$ cat config.mk
export PLATFORM = sky130hd
export DESIGN_NAME = arm64_subset_instruction_decoder_flat
export DESIGN_NICKNAME = d
export VERILOG_FILES = /design/src/sv/a64dec_pkg.sv /design/src/sv/a64dec_req_if.sv /design/src/sv/a64dec_rsp_if.sv /design/src/sv/a64dec_decode.sv /design/src/sv/arm64_subset_instruction_decoder.sv /design/src/flat_wrapper.sv
export SDC_FILE = /design/constraint.sdc
export NUM_CORES = 1
export LEC_CHECK = 0
export ABC_AREA = 1
export BUFFER_PORTS_ARGS = -buffer_cell sky130_fd_sc_hd__buf_2
export CORE_UTILIZATION = 40
export CTS_BUF_LIST = sky130_fd_sc_hd__clkbuf_8 sky130_fd_sc_hd__clkbuf_16
export DETAILED_ROUTE_END_ITERATION = 12
export REMOVE_ABC_BUFFERS = 1
export SETUP_SLACK_MARGIN = 0.5
export SKIP_CTS_REPAIR_TIMING = 1
export SYNTH_ARGS = -nofsm -noshare
export SYNTH_HDL_FRONTEND = slang
export SYNTH_SLANG_ARGS = --single-unit
$ cat constraint.sdc
create_clock -name clock -period 3.5 [get_ports clock]
set_input_delay 0.35 -clock clock [delete_from_list [all_inputs] [get_ports clock]]
set_output_delay 0.35 -clock clock [all_outputs]
set_load 0.01 [all_outputs]
$ cat src/sv/a64dec_pkg.sv
// Package: shared types and encodings of the ARM64 subset instruction decoder.
`timescale 1ns / 1ps
`default_nettype none

package a64dec_pkg;

   // ALU operation codes
   localparam logic [3:0] ALU_NONE = 4'd0;
   localparam logic [3:0] ALU_AND  = 4'd1;
   localparam logic [3:0] ALU_OR   = 4'd2;
   localparam logic [3:0] ALU_ADD  = 4'd3;
   localparam logic [3:0] ALU_MUL  = 4'd4;
   localparam logic [3:0] ALU_XOR  = 4'd5;
   localparam logic [3:0] ALU_SUB  = 4'd6;
   localparam logic [3:0] ALU_TST0 = 4'd7;
   localparam logic [3:0] ALU_MOV  = 4'd8;
   localparam logic [3:0] ALU_SHL  = 4'd9;
   localparam logic [3:0] ALU_SHR  = 4'd10;

   // memory operation codes
   localparam logic [1:0] MEM_NONE  = 2'd0;
   localparam logic [1:0] MEM_LOAD  = 2'd1;
   localparam logic [1:0] MEM_STORE = 2'd2;

   // control flow kinds
   localparam logic [2:0] FLOW_NONE  = 3'd0;
   localparam logic [2:0] FLOW_BCOND = 3'd1;
   localparam logic [2:0] FLOW_CBZ   = 3'd2;
   localparam logic [2:0] FLOW_CBNZ  = 3'd3;
   localparam logic [2:0] FLOW_B     = 3'd4;
   localparam logic [2:0] FLOW_BR    = 3'd5;
   localparam logic [2:0] FLOW_HALT  = 3'd6;

   // bitfield imms value that marks the LSR alias
   localparam logic [5:0] IMMS_ALL_ONES = 6'h3f;

   typedef struct packed {
      logic [3:0]         alu_op;
      logic signed [27:0] immediate;
      logic [4:0]         src_a_reg;
      logic [4:0]         src_b_reg;
      logic [4:0]         dest_reg;
      logic [3:0]         branch_cond;
      logic               use_imm;
      logic               reg_write;
      logic               set_flags;
      logic [1:0]         mem_op;
      logic [1:0]         mem_size;
      logic [2:0]         flow_kind;
   } rsp_type;

endpackage

`default_nettype wire

$ cat src/sv/a64dec_req_if.sv
// Interface: instruction request channel.
`timescale 1ns / 1ps
`default_nettype none

interface a64dec_req_if;
   logic        valid;
   logic        ready;
   logic [31:0] instruction;

   modport source (output valid, output instruction, input ready);
   modport sink   (input valid, input instruction, output ready);
endinterface

`default_nettype wire

$ cat src/sv/a64dec_rsp_if.sv
// Interface: decoded control response channel.
`timescale 1ns / 1ps
`default_nettype none

interface a64dec_rsp_if;
   logic               valid;
   logic               ready;
   logic [3:0]         alu_op;
   logic signed [27:0] immediate;
   logic [4:0]         src_a_reg;
   logic [4:0]         src_b_reg;
   logic [4:0]         dest_reg;
   logic [3:0]         branch_cond;
   logic               use_imm;
   logic               reg_write;
   logic               set_flags;
   logic [1:0]         mem_op;
   logic [1:0]         mem_size;
   logic [2:0]         flow_kind;

   modport source (output valid, output alu_op, output immediate, output src_a_reg,
                   output src_b_reg, output dest_reg, output branch_cond,
                   output use_imm, output reg_write, output set_flags,
                   output mem_op, output mem_size, output flow_kind, input ready);
   modport sink   (input valid, input alu_op, input immediate, input src_a_reg,
                   input src_b_reg, input dest_reg, input branch_cond,
                   input use_imm, input reg_write, input set_flags,
                   input mem_op, input mem_size, input flow_kind, output ready);
endinterface

`default_nettype wire

$ cat src/sv/a64dec_decode.sv
// Combinational decode of one instruction word into its control fields.
`timescale 1ns / 1ps
`default_nettype none

module a64dec_decode
   import a64dec_pkg::*;
(
   input  wire logic [31:0] instruction,
   output rsp_type          ctrl
);

   logic [31:0] w;
   logic [2:0]  sub;
   logic [5:0]  imms;
   logic [5:0]  immr;
   logic [2:0]  top;
   logic [3:0]  op1;
   logic [3:0]  op2;
   logic [1:0]  opc;
   logic        rt_as_b;
   logic signed [27:0] off19;
   logic signed [27:0] off26;
   logic signed [27:0] off9;

   assign w     = instruction;
   assign sub   = w[25:23];
   assign imms  = w[15:10];
   assign immr  = w[21:16];
   assign top   = w[31:29];
   assign op1   = w[25:22];
   assign op2   = w[24:21];
   // branch and load/store offsets in bytes
   assign off19 = {{7{w[23]}}, w[23:5], 2'b00};
   assign off26 = {w[25:0], 2'b00};
   assign off9  = {{19{w[20]}}, w[20:12]};

   always_comb begin
      ctrl             = '0;
      rt_as_b          = 1'b0;
      opc              = w[23:22];
      ctrl.src_a_reg   = w[9:5];
      ctrl.dest_reg    = w[4:0];

      if (w[28:26] == 3'b100) begin
         // data processing, immediate
         ctrl.use_imm   = 1'b1;
         ctrl.reg_write = 1'b1;
         if (sub[2:1] == 2'b01) begin
            ctrl.alu_op    = w[30] ? ALU_SUB : ALU_ADD;
            ctrl.set_flags = w[29];
            ctrl.immediate = {16'd0, w[21:10]};
         end else if (sub == 3'd5) begin
            ctrl.alu_op    = ALU_MOV;
            ctrl.immediate = {12'd0, w[20:5]};
         end else if (sub == 3'd6) begin
            if (imms == IMMS_ALL_ONES) begin
               ctrl.alu_op    = ALU_SHR;
               ctrl.immediate = {22'd0, immr};
            end else if (({1'b0, imms} + 7'd1) == {1'b0, immr}) begin
               ctrl.alu_op    = ALU_SHL;
               ctrl.immediate = {22'd0, ~imms};
            end
         end
      end else if (w[28:26] == 3'b101) begin
         // branches and system
         if (top == 3'd6) begin
            if (op1 < 4'd4) begin
               ctrl.flow_kind = FLOW_HALT;
            end else if (op1 >= 4'd8) begin
               ctrl.flow_kind = FLOW_BR;
            end
         end else if (top == 3'd2 && op1 < 4'd8) begin
            ctrl.flow_kind   = FLOW_BCOND;
            ctrl.branch_cond = w[3:0];
            ctrl.immediate   = off19;
         end else if (top[1:0] == 2'd0) begin
            ctrl.flow_kind = FLOW_B;
            ctrl.immediate = off26;
         end else if (top[1:0] == 2'd1 && op1 < 4'd8) begin
            ctrl.flow_kind = w[24] ? FLOW_CBNZ : FLOW_CBZ;
            rt_as_b        = 1'b1;
            ctrl.alu_op    = ALU_TST0;
            ctrl.immediate = off19;
         end
      end else if (w[25] == 1'b0 && w[27] == 1'b1) begin
         // loads and stores
         ctrl.immediate = off9;
         ctrl.use_imm   = 1'b1;
         ctrl.alu_op    = ALU_ADD;
         if (w[29:28] == 2'b11 && !w[24] && !w[21] && w[11:10] == 2'b00) begin
            if (opc == 2'd0) begin
               ctrl.mem_op = MEM_STORE;
               rt_as_b     = 1'b1;
            end else if (opc == 2'd1) begin
               ctrl.mem_op    = MEM_LOAD;
               ctrl.reg_write = 1'b1;
            end
            ctrl.mem_size = w[31:30];
         end
      end else if (w[27:25] == 3'b101) begin
         // data processing, register
         ctrl.reg_write = 1'b1;
         if (!w[28]) begin
            if (op2 < 4'd8) begin
               case (w[30:29])
                  2'd1:    ctrl.alu_op = ALU_OR;
                  2'd2:    ctrl.alu_op = ALU_XOR;
                  default: ctrl.alu_op = ALU_AND;
               endcase
               ctrl.set_flags = (w[30:29] == 2'd3);
            end else begin
               ctrl.alu_op    = w[30] ? ALU_SUB : ALU_ADD;
               ctrl.set_flags = w[29];
               ctrl.immediate = {16'd0, w[21:10]};
            end
         end else if (op2 >= 4'd8) begin
            ctrl.alu_op = ALU_MUL;
         end
      end

      ctrl.src_b_reg = rt_as_b ? w[4:0] : w[20:16];
   end

endmodule

`default_nettype wire

$ cat src/sv/arm64_subset_instruction_decoder.sv
// Top level: registered decoder for a 64-bit ARM instruction subset.
`timescale 1ns / 1ps
`default_nettype none

// One 32-bit instruction word goes in on req_chan and one response with its
// decoded controls comes out on rsp_chan. The block is a two-register
// pipeline: the instruction register captures the word on a transfer, the
// decode logic works on it, and the response register holds the result
// until the sink takes it. A new instruction is taken every cycle while the
// response side keeps draining. Each word is decoded from the instruction
// register and its response becomes valid once it is in the response
// register. When the sink stalls, both registers fill and
// req_chan.ready drops; nothing is dropped or repeated. There is no
// configuration and no state beyond the pipeline registers. Controls that
// the decode does not assign come out as zero; the register number fields
// always carry the instruction bits.
module arm64_subset_instruction_decoder
   import a64dec_pkg::*;
(
   input  wire logic     clock,
   input  wire logic     reset,
   a64dec_req_if.sink    req_chan,
   a64dec_rsp_if.source  rsp_chan
);

   // instruction register
   logic        inst_valid_ff;
   logic        inst_valid_in;
   logic [31:0] inst_ff;
   // response register
   logic        out_valid_ff;
   logic        out_valid_in;
   rsp_type     out_ff;
   rsp_type     dec_ctrl;

   logic        inst_adv;   // decoded word moves into the response register
   logic        req_xfer;   // request transfer this cycle

   a64dec_decode u_decode (
      .instruction (inst_ff),
      .ctrl        (dec_ctrl)
   );

   // response register frees when empty or when the sink takes it
   assign inst_adv       = inst_valid_ff && (!out_valid_ff || rsp_chan.ready);
   assign req_chan.ready = !inst_valid_ff || inst_adv;
   assign req_xfer       = req_chan.valid && req_chan.ready;

   always_comb begin
      inst_valid_in = inst_valid_ff;
      if (req_xfer) begin
         inst_valid_in = 1'b1;
      end else if (inst_adv) begin
         inst_valid_in = 1'b0;
      end

      out_valid_in = out_valid_ff;
      if (inst_adv) begin
         out_valid_in = 1'b1;
      end else if (rsp_chan.ready) begin
         out_valid_in = 1'b0;
      end
   end

   always_ff @(posedge clock) begin
      if (reset) begin
         inst_valid_ff <= 1'b0;
         out_valid_ff  <= 1'b0;
      end else begin
         inst_valid_ff <= inst_valid_in;
         out_valid_ff  <= out_valid_in;
      end
   end

   // payload registers, no reset needed
   always_ff @(posedge clock) begin
      if (req_xfer) begin
         inst_ff <= req_chan.instruction;
      end
      if (inst_adv) begin
         out_ff <= dec_ctrl;
      end
   end

   assign rsp_chan.valid       = out_valid_ff;
   assign rsp_chan.alu_op      = out_ff.alu_op;
   assign rsp_chan.immediate   = out_ff.immediate;
   assign rsp_chan.src_a_reg   = out_ff.src_a_reg;
   assign rsp_chan.src_b_reg   = out_ff.src_b_reg;
   assign rsp_chan.dest_reg    = out_ff.dest_reg;
   assign rsp_chan.branch_cond = out_ff.branch_cond;
   assign rsp_chan.use_imm     = out_ff.use_imm;
   assign rsp_chan.reg_write   = out_ff.reg_write;
   assign rsp_chan.set_flags   = out_ff.set_flags;
   assign rsp_chan.mem_op      = out_ff.mem_op;
   assign rsp_chan.mem_size    = out_ff.mem_size;
   assign rsp_chan.flow_kind   = out_ff.flow_kind;

endmodule

`default_nettype wire

$ cat src/flat_wrapper.sv
// flat-port wrapper written by rule: the top's interface ports become plain ports
module arm64_subset_instruction_decoder_flat import a64dec_pkg::*;
  (clock, reset, req_chan_valid, req_chan_instruction, req_chan_ready, rsp_chan_valid, rsp_chan_alu_op, rsp_chan_immediate, rsp_chan_src_a_reg, rsp_chan_src_b_reg, rsp_chan_dest_reg, rsp_chan_branch_cond, rsp_chan_use_imm, rsp_chan_reg_write, rsp_chan_set_flags, rsp_chan_mem_op, rsp_chan_mem_size, rsp_chan_flow_kind, rsp_chan_ready);
  a64dec_req_if req_chan_i ();
  a64dec_rsp_if rsp_chan_i ();
  input  wire logic clock;
  input  wire logic reset;
  input wire logic [$bits(req_chan_i.valid)-1:0] req_chan_valid;
  input wire logic [$bits(req_chan_i.instruction)-1:0] req_chan_instruction;
  output wire logic [$bits(req_chan_i.ready)-1:0] req_chan_ready;
  output wire logic [$bits(rsp_chan_i.valid)-1:0] rsp_chan_valid;
  output wire logic [$bits(rsp_chan_i.alu_op)-1:0] rsp_chan_alu_op;
  output wire logic [$bits(rsp_chan_i.immediate)-1:0] rsp_chan_immediate;
  output wire logic [$bits(rsp_chan_i.src_a_reg)-1:0] rsp_chan_src_a_reg;
  output wire logic [$bits(rsp_chan_i.src_b_reg)-1:0] rsp_chan_src_b_reg;
  output wire logic [$bits(rsp_chan_i.dest_reg)-1:0] rsp_chan_dest_reg;
  output wire logic [$bits(rsp_chan_i.branch_cond)-1:0] rsp_chan_branch_cond;
  output wire logic [$bits(rsp_chan_i.use_imm)-1:0] rsp_chan_use_imm;
  output wire logic [$bits(rsp_chan_i.reg_write)-1:0] rsp_chan_reg_write;
  output wire logic [$bits(rsp_chan_i.set_flags)-1:0] rsp_chan_set_flags;
  output wire logic [$bits(rsp_chan_i.mem_op)-1:0] rsp_chan_mem_op;
  output wire logic [$bits(rsp_chan_i.mem_size)-1:0] rsp_chan_mem_size;
  output wire logic [$bits(rsp_chan_i.flow_kind)-1:0] rsp_chan_flow_kind;
  input wire logic [$bits(rsp_chan_i.ready)-1:0] rsp_chan_ready;
  assign req_chan_i.valid = req_chan_valid;
  assign req_chan_i.instruction = req_chan_instruction;
  assign req_chan_ready = req_chan_i.ready;
  assign rsp_chan_valid = rsp_chan_i.valid;
  assign rsp_chan_alu_op = rsp_chan_i.alu_op;
  assign rsp_chan_immediate = rsp_chan_i.immediate;
  assign rsp_chan_src_a_reg = rsp_chan_i.src_a_reg;
  assign rsp_chan_src_b_reg = rsp_chan_i.src_b_reg;
  assign rsp_chan_dest_reg = rsp_chan_i.dest_reg;
  assign rsp_chan_branch_cond = rsp_chan_i.branch_cond;
  assign rsp_chan_use_imm = rsp_chan_i.use_imm;
  assign rsp_chan_reg_write = rsp_chan_i.reg_write;
  assign rsp_chan_set_flags = rsp_chan_i.set_flags;
  assign rsp_chan_mem_op = rsp_chan_i.mem_op;
  assign rsp_chan_mem_size = rsp_chan_i.mem_size;
  assign rsp_chan_flow_kind = rsp_chan_i.flow_kind;
  assign rsp_chan_i.ready = rsp_chan_ready;
  arm64_subset_instruction_decoder u_core (.clock(clock), .reset(reset), .req_chan(req_chan_i), .rsp_chan(rsp_chan_i));
endmodule
Word-level counts from Yosys, hierarchy flattened
Cells that the tools add are included.
Word-level totals
  register bits: 95
  bits of input ports: 36
  word-level logic and storage cells: 125
Cells by class
  $add $sub $neg: 1
  order comparisons: 5
  equality and inequality tests: 15
  mux-type cells: 59
  bitwise operators: 6
  reductions and logical operators: 23
Operators by type and width (number)
  $mux 32: 10
  $mux 28: 3
  $mux 31: 1
  $mux 3: 10
  $mux 1: 25
  $eq 3x3->1 const B: 6
  $mux 12: 1
  $mux 4: 3
  $ge 4x4->1 const B: 2
  $logic_and 1x1->1: 8
  $lt 4x4->1 const B: 2
  $reduce_or 4->1: 2
  $add 6x1->7 const B: 1
  $eq 7x6->1: 1
  $mux 7: 1
  $eq 2x1->1 const B: 3
  $eq 2x2->1 const B: 3
  $eq 6x6->1 const B: 1
  $logic_not 2->1: 3
  $mux 2: 3
  $not 6->6: 1
  $pmux 3 s2: 1
  $mux 5: 1
  $not 1->1: 5
  other kinds (7): 12

Depth between registers and ports, before layout
  word-level depth: 9
  mapped depth: 13

Hierarchy
Synthesis repeated with hierarchy kept, for this count alone.
Second synthesis, totals
  cells, all modules: 440
  area total of the unflattened synthesis: 4539.4 sq um
Modules (own cells, without submodules)
  arm64_subset_instruction_decoder: times used 1, cells an instance 105, area an instance 2884.0 sq um, seq. area each 2832.7 sq um
  a64dec_decode: times used 1, cells an instance 335, area an instance 1655.3 sq um, seq. area each 0.0 sq um

Worst setup path after synthesis
Ideal clock, no wire load.
  path type: in2reg
  start: in rsp_chan_ready
  end: reg u_core.out_ff, in the netlist u_core.rsp_chan.alu_op[0], enable pin
  data arrival time: 3.359 ns
  setup slack: -0.359 ns
  stages: 2
  cells stage by stage: inv_1 > a21oi_1
Between the ends
  longest elaborated chain between the ends: 2
Ends and longest elaborated chain
  start: declaration: RTL line flat_wrapper.sv:24  | input wire logic [$bits(rsp_chan_i.ready)-1:0] rsp_chan_ready;
  $logic_or 1x1->1: RTL line arm64_subset_instruction_decoder.sv:45  | assign inst_adv = inst_valid_ff && (!out_valid_ff || rsp_chan.ready);
  $logic_and 1x1->1: RTL line arm64_subset_instruction_decoder.sv:45
  net u_core.inst_adv: RTL line arm64_subset_instruction_decoder.sv:36  | logic inst_adv;
  end signal: assignment: RTL line arm64_subset_instruction_decoder.sv:81  | out_ff <= dec_ctrl;
  end: declaration: RTL line arm64_subset_instruction_decoder.sv:33  | rsp_type out_ff;
The timed path passes the listed nets, and every way through them passes these cells.
A chain may end at the register's enable or synchronous reset.

Worst setup path in the final report
  start: reg u_core.inst_ff[10]
  end: reg u_core.out_ff, in the netlist u_core.rsp_chan.alu_op[3] (data pin)
Between the ends
  longest elaborated chain between the ends: 8
Ends and longest elaborated chain
  start: declaration: RTL line arm64_subset_instruction_decoder.sv:29  | logic [31:0] inst_ff;
  start signal: assignment: RTL line arm64_subset_instruction_decoder.sv:78  | inst_ff <= req_chan.instruction;
  $add 6x1->7: RTL line a64dec_decode.sv:59  | end else if (({1'b0, imms} + 7'd1) == {1'b0, immr}) begin
  $eq 7x6->1: RTL line a64dec_decode.sv:59
  $mux 32: RTL line a64dec_decode.sv:59
  $mux 32 *: RTL line a64dec_decode.sv:56  | if (imms == IMMS_ALL_ONES) begin
  $mux 32 *: RTL line a64dec_decode.sv:55  | end else if (sub == 3'd6) begin
  $mux 32 *: RTL line a64dec_decode.sv:52  | end else if (sub == 3'd5) begin
  $mux 32 *: RTL line a64dec_decode.sv:48  | if (sub[2:1] == 2'b01) begin
  $mux 32 *: RTL line a64dec_decode.sv:44  | if (w[28:26] == 3'b100) begin
Mark *: on every way between the ends. The rest lies on a longest branch, timed or not.

==> reports/metrics.cfg <==
[power]
leakage_nw = 2.24
p_switching_mw = 0.577
vdd_drop_max_uv = 173
power.density_nw_per_um2 = 425
switching_share_pct = 25.9
intPower_mw = 1.65
pwr-share-seq_pct = 60.9
power_frac_comb_pct = 11.3
clkPwrFrac_pct = 27.8

[die]
die_area_sq_um = 11500
core.rowCount = 38
fp.dieW_um = 107
initial_utilization_pct = 40.9
die_h_um = 107
coreArea_sq_um = 10800
io_pins = 99

[global_route]
use_met3_pct = 4.06
gr-usage-met1_pct = 28.0
grt_max_degree = 62
grt_pass1_vias = 3174
met2_usage_pct = 28.5
grt.busiest_layer = met2
grt_first_pass_wirelength_mm = 16.8
overflow = 0
grt_use_total_pct = 19.4
antenna_found_initial = 0

[sta]
fmax_mhz = 453
hold_viol = 0
worst_pin_slew_ns = 0.742
maxSlewViolCount = 0
rsz0062_at_grt = no
period_minus_slack_ns = 2.21
period_share_pct = 63.0
relSlewSlack_pct = 50.5
setup-violations-final = 0
timing.hold.ws_ns = 0.138
fin_skew_ns = 0.0140

[min_path]
hp-class = primary input to register

[layout]
finalNetCount = 550
multi_input_area_sq_um = 1340
drive_above_1_share_pct = 26.9
largest_reg_flops = 32
areaGrowthSynthToFinish_pct = 18.1
fillers = 1047
top_register = u_core.inst_ff
seqCellArea_sq_um = 2830
diodes = 0
stdcell_area_sq_um = 5240

[drt]
routed_wl_mm = 10.8
drt_iter0_drc = 354
wl_per_cell_um = 16.5
drtAntennaViolNets = 0
via_per_inst = 5.30
route.detailed.drc = 0
vias = 3483
drt-pass1-iter-count = 8

[worst_setup_path]
arrival_ns = 2.36
worstSetupEndpointType = register
crit_path_start_kind = register
critical_path.most_common_cell = nand2_1
path_max_fanout = 7
crit_family = simple AND/OR/NAND/NOR gates
cp_num_buf_inv = 2
crit_chain = inv_1, ha_1, inv_1, nand2_1, nand2_1, nand3_1, nor2_2, nand2_2, nor2_4, nand2_1, a31oi_1
r2r_slack_ns = 1.29
slowest_stage = edfxtp_1
crit_type = register to register
max_stage_delay_ns = 0.46
cp.required_ns = 3.65

[clock_network]
cts.path.max_buffers = 2
root_buffer = clkbuf_8
cts_tree = done
htreeDepth = 3
clkSinkCount = 95
cts_buffers = 9
clk_pin_slew_ns = 0.09
clk-insertion-delay-late_ns = 0.37

[synthesis]
yosysWarnings = 0
synth.area.mux_share_pct = 0
synth-seq-area-share_pct = 63.8
yosysTopAreaCellShare_pct = 62.9
synth-compound-area-share_pct = 13.5
synth-seq-cells = 95
synthXorXnorAreaFrac_pct = 0
synth_fa_ha_area_share_pct = 0.564
synth_edf_count = 93
synth_area_leader_cell = edfxtp_1
synth_top_family_by_area = simple AND/OR/NAND/NOR gates
yosysUniqueCellTypes = 32
synth-async-reset-ratio_pct = 0
synth.area.top_cells = edfxtp_1, nand2_1, inv_1
syn_inst = 410
syn_avg_cell_area_sq_um = 10.8
syn_area_sq_um = 4440
synthSimpleGateAreaFrac_pct = 15.8
synthFlopType = edfxtp_1

[placement]
dp_hpwl_mm = 7.91
port_buffers = 98
gp_congestion = 0.926
dpl_cell_area_sq_um = 5070

[job]
maxCapViolCount = 0

[run_status]
status = finished clean

-- layer usage --
layer,vias up,part of all wire [%],routed length [um]
li1,1670,-,-
met1,1626,46,5020
met2,167,44,4760
met3,20,7.5,807
met4,0,2.2,241
met5,-,0,0
-- cell type report --
class / instances / share of cell area (%)
Clock buffer: 9 / 2.36
Timing Repair Buffer: 100 / 9.65
Clock inverter: 7 / 0.788
Inverter: 60 / 4.30
Sequential cell: 95 / 54.1
Tap cell: 140 / 3.34
Multi-Input combinational cell: 246 / 25.5
-- worst register-to-register path: cells and delay by family, from the launching register on --
family / cells / cell delay, ns
buf+inv: 2 / 0.30
simple gates: 7 / 0.69
fa+ha+maj: 1 / 0.29
flops: 1 / 0.46
compound gates: 1 / 0.27
-- kinds of logic (layout without fill, tap and decap cells) --
family          after synthesis  in the layout
fa+ha+maj                     2              2
simple gates                147            147
flops                        95             95
compound gates               97             97
buf+inv                      69            176
-- power by group through the flow --
stage               Sequential (mW)  Combinational (mW)  Clock (mW)
floorplan                      1.39               0.137           0
global placement               1.38               0.248           0
detailed placement             1.38               0.251           0
CTS                            1.36               0.252       0.643
global route                   1.36               0.279       0.687
finish                         1.36               0.253       0.619
-- cell usage after synthesis, types with 6 or more instances --
library cell  count
nor2_4            6
o22ai_1          17
a21oi_1          25
nor2_1           26
nand2_1          69
a22oi_1           8
inv_1            55
nand3_1          27
edfxtp_1         93
a32oi_1           6
o21ai_0          25
o221ai_1          7
-- per-stage QoR --
| stage | worst slack (ns) | setup TNS, ns | util (%) | power, mW | cells |
|---|---|---|---|---|---|
| 4_1_cts | 1.32 | 0 | 48.3 | 2.25 | 657 |
| 5_1_grt | 1.14 | 0 | 48.3 | 2.33 | 657 |
| 6_report | 1.29 | 0 | 48.3 | 2.23 | 657 |
| 3_3_place_gp | 1.38 | 0 | 46.8 | 1.63 | 641 |
| 3_5_place_dp | 1.36 | 0 | 46.8 | 1.63 | 641 |
| 2_1_floorplan | -0.359 | -21.92 | - | 1.53 | 401 |
-- cells in the final DEF, fill, tap and decap left out, types with 5 or more instances in the layout --
| cell | count |
|---|---|
| buf_2 | 98 |
| edfxtp_1 | 93 |
| nand2_1 | 69 |
| inv_1 | 56 |
| nand3_1 | 27 |
| nor2_1 | 26 |
| o21ai_0 | 25 |
| a21oi_1 | 24 |
| o22ai_1 | 17 |
| clkbuf_8 | 9 |
| a22oi_1 | 8 |
| o221ai_1 | 7 |
| nor2_4 | 6 |
| a32oi_1 | 6 |
| inv_2 | 5 |
| nand2_2 | 5 |
-- path summary, 6_finish.rpt --
check / from / end / cells past startpoint
max reg2reg: u_core.inst_ff[10]$_DFFE_PP_ / u_core.rsp_chan.alu_op[3]$_SDFFCE_PP0P_ / 11
min reg2reg: u_core.inst_ff[6]$_DFFE_PP_ / u_core.rsp_chan.src_a_reg[1]$_DFFE_PP_ / 0
max: u_core.inst_ff[10]$_DFFE_PP_ / u_core.rsp_chan.alu_op[3]$_SDFFCE_PP0P_ / 11
min: reset / u_core.rsp_chan.valid$_SDFFE_PP0P_ / 2
Note: power is estimated with default switching activity, not from simulation.
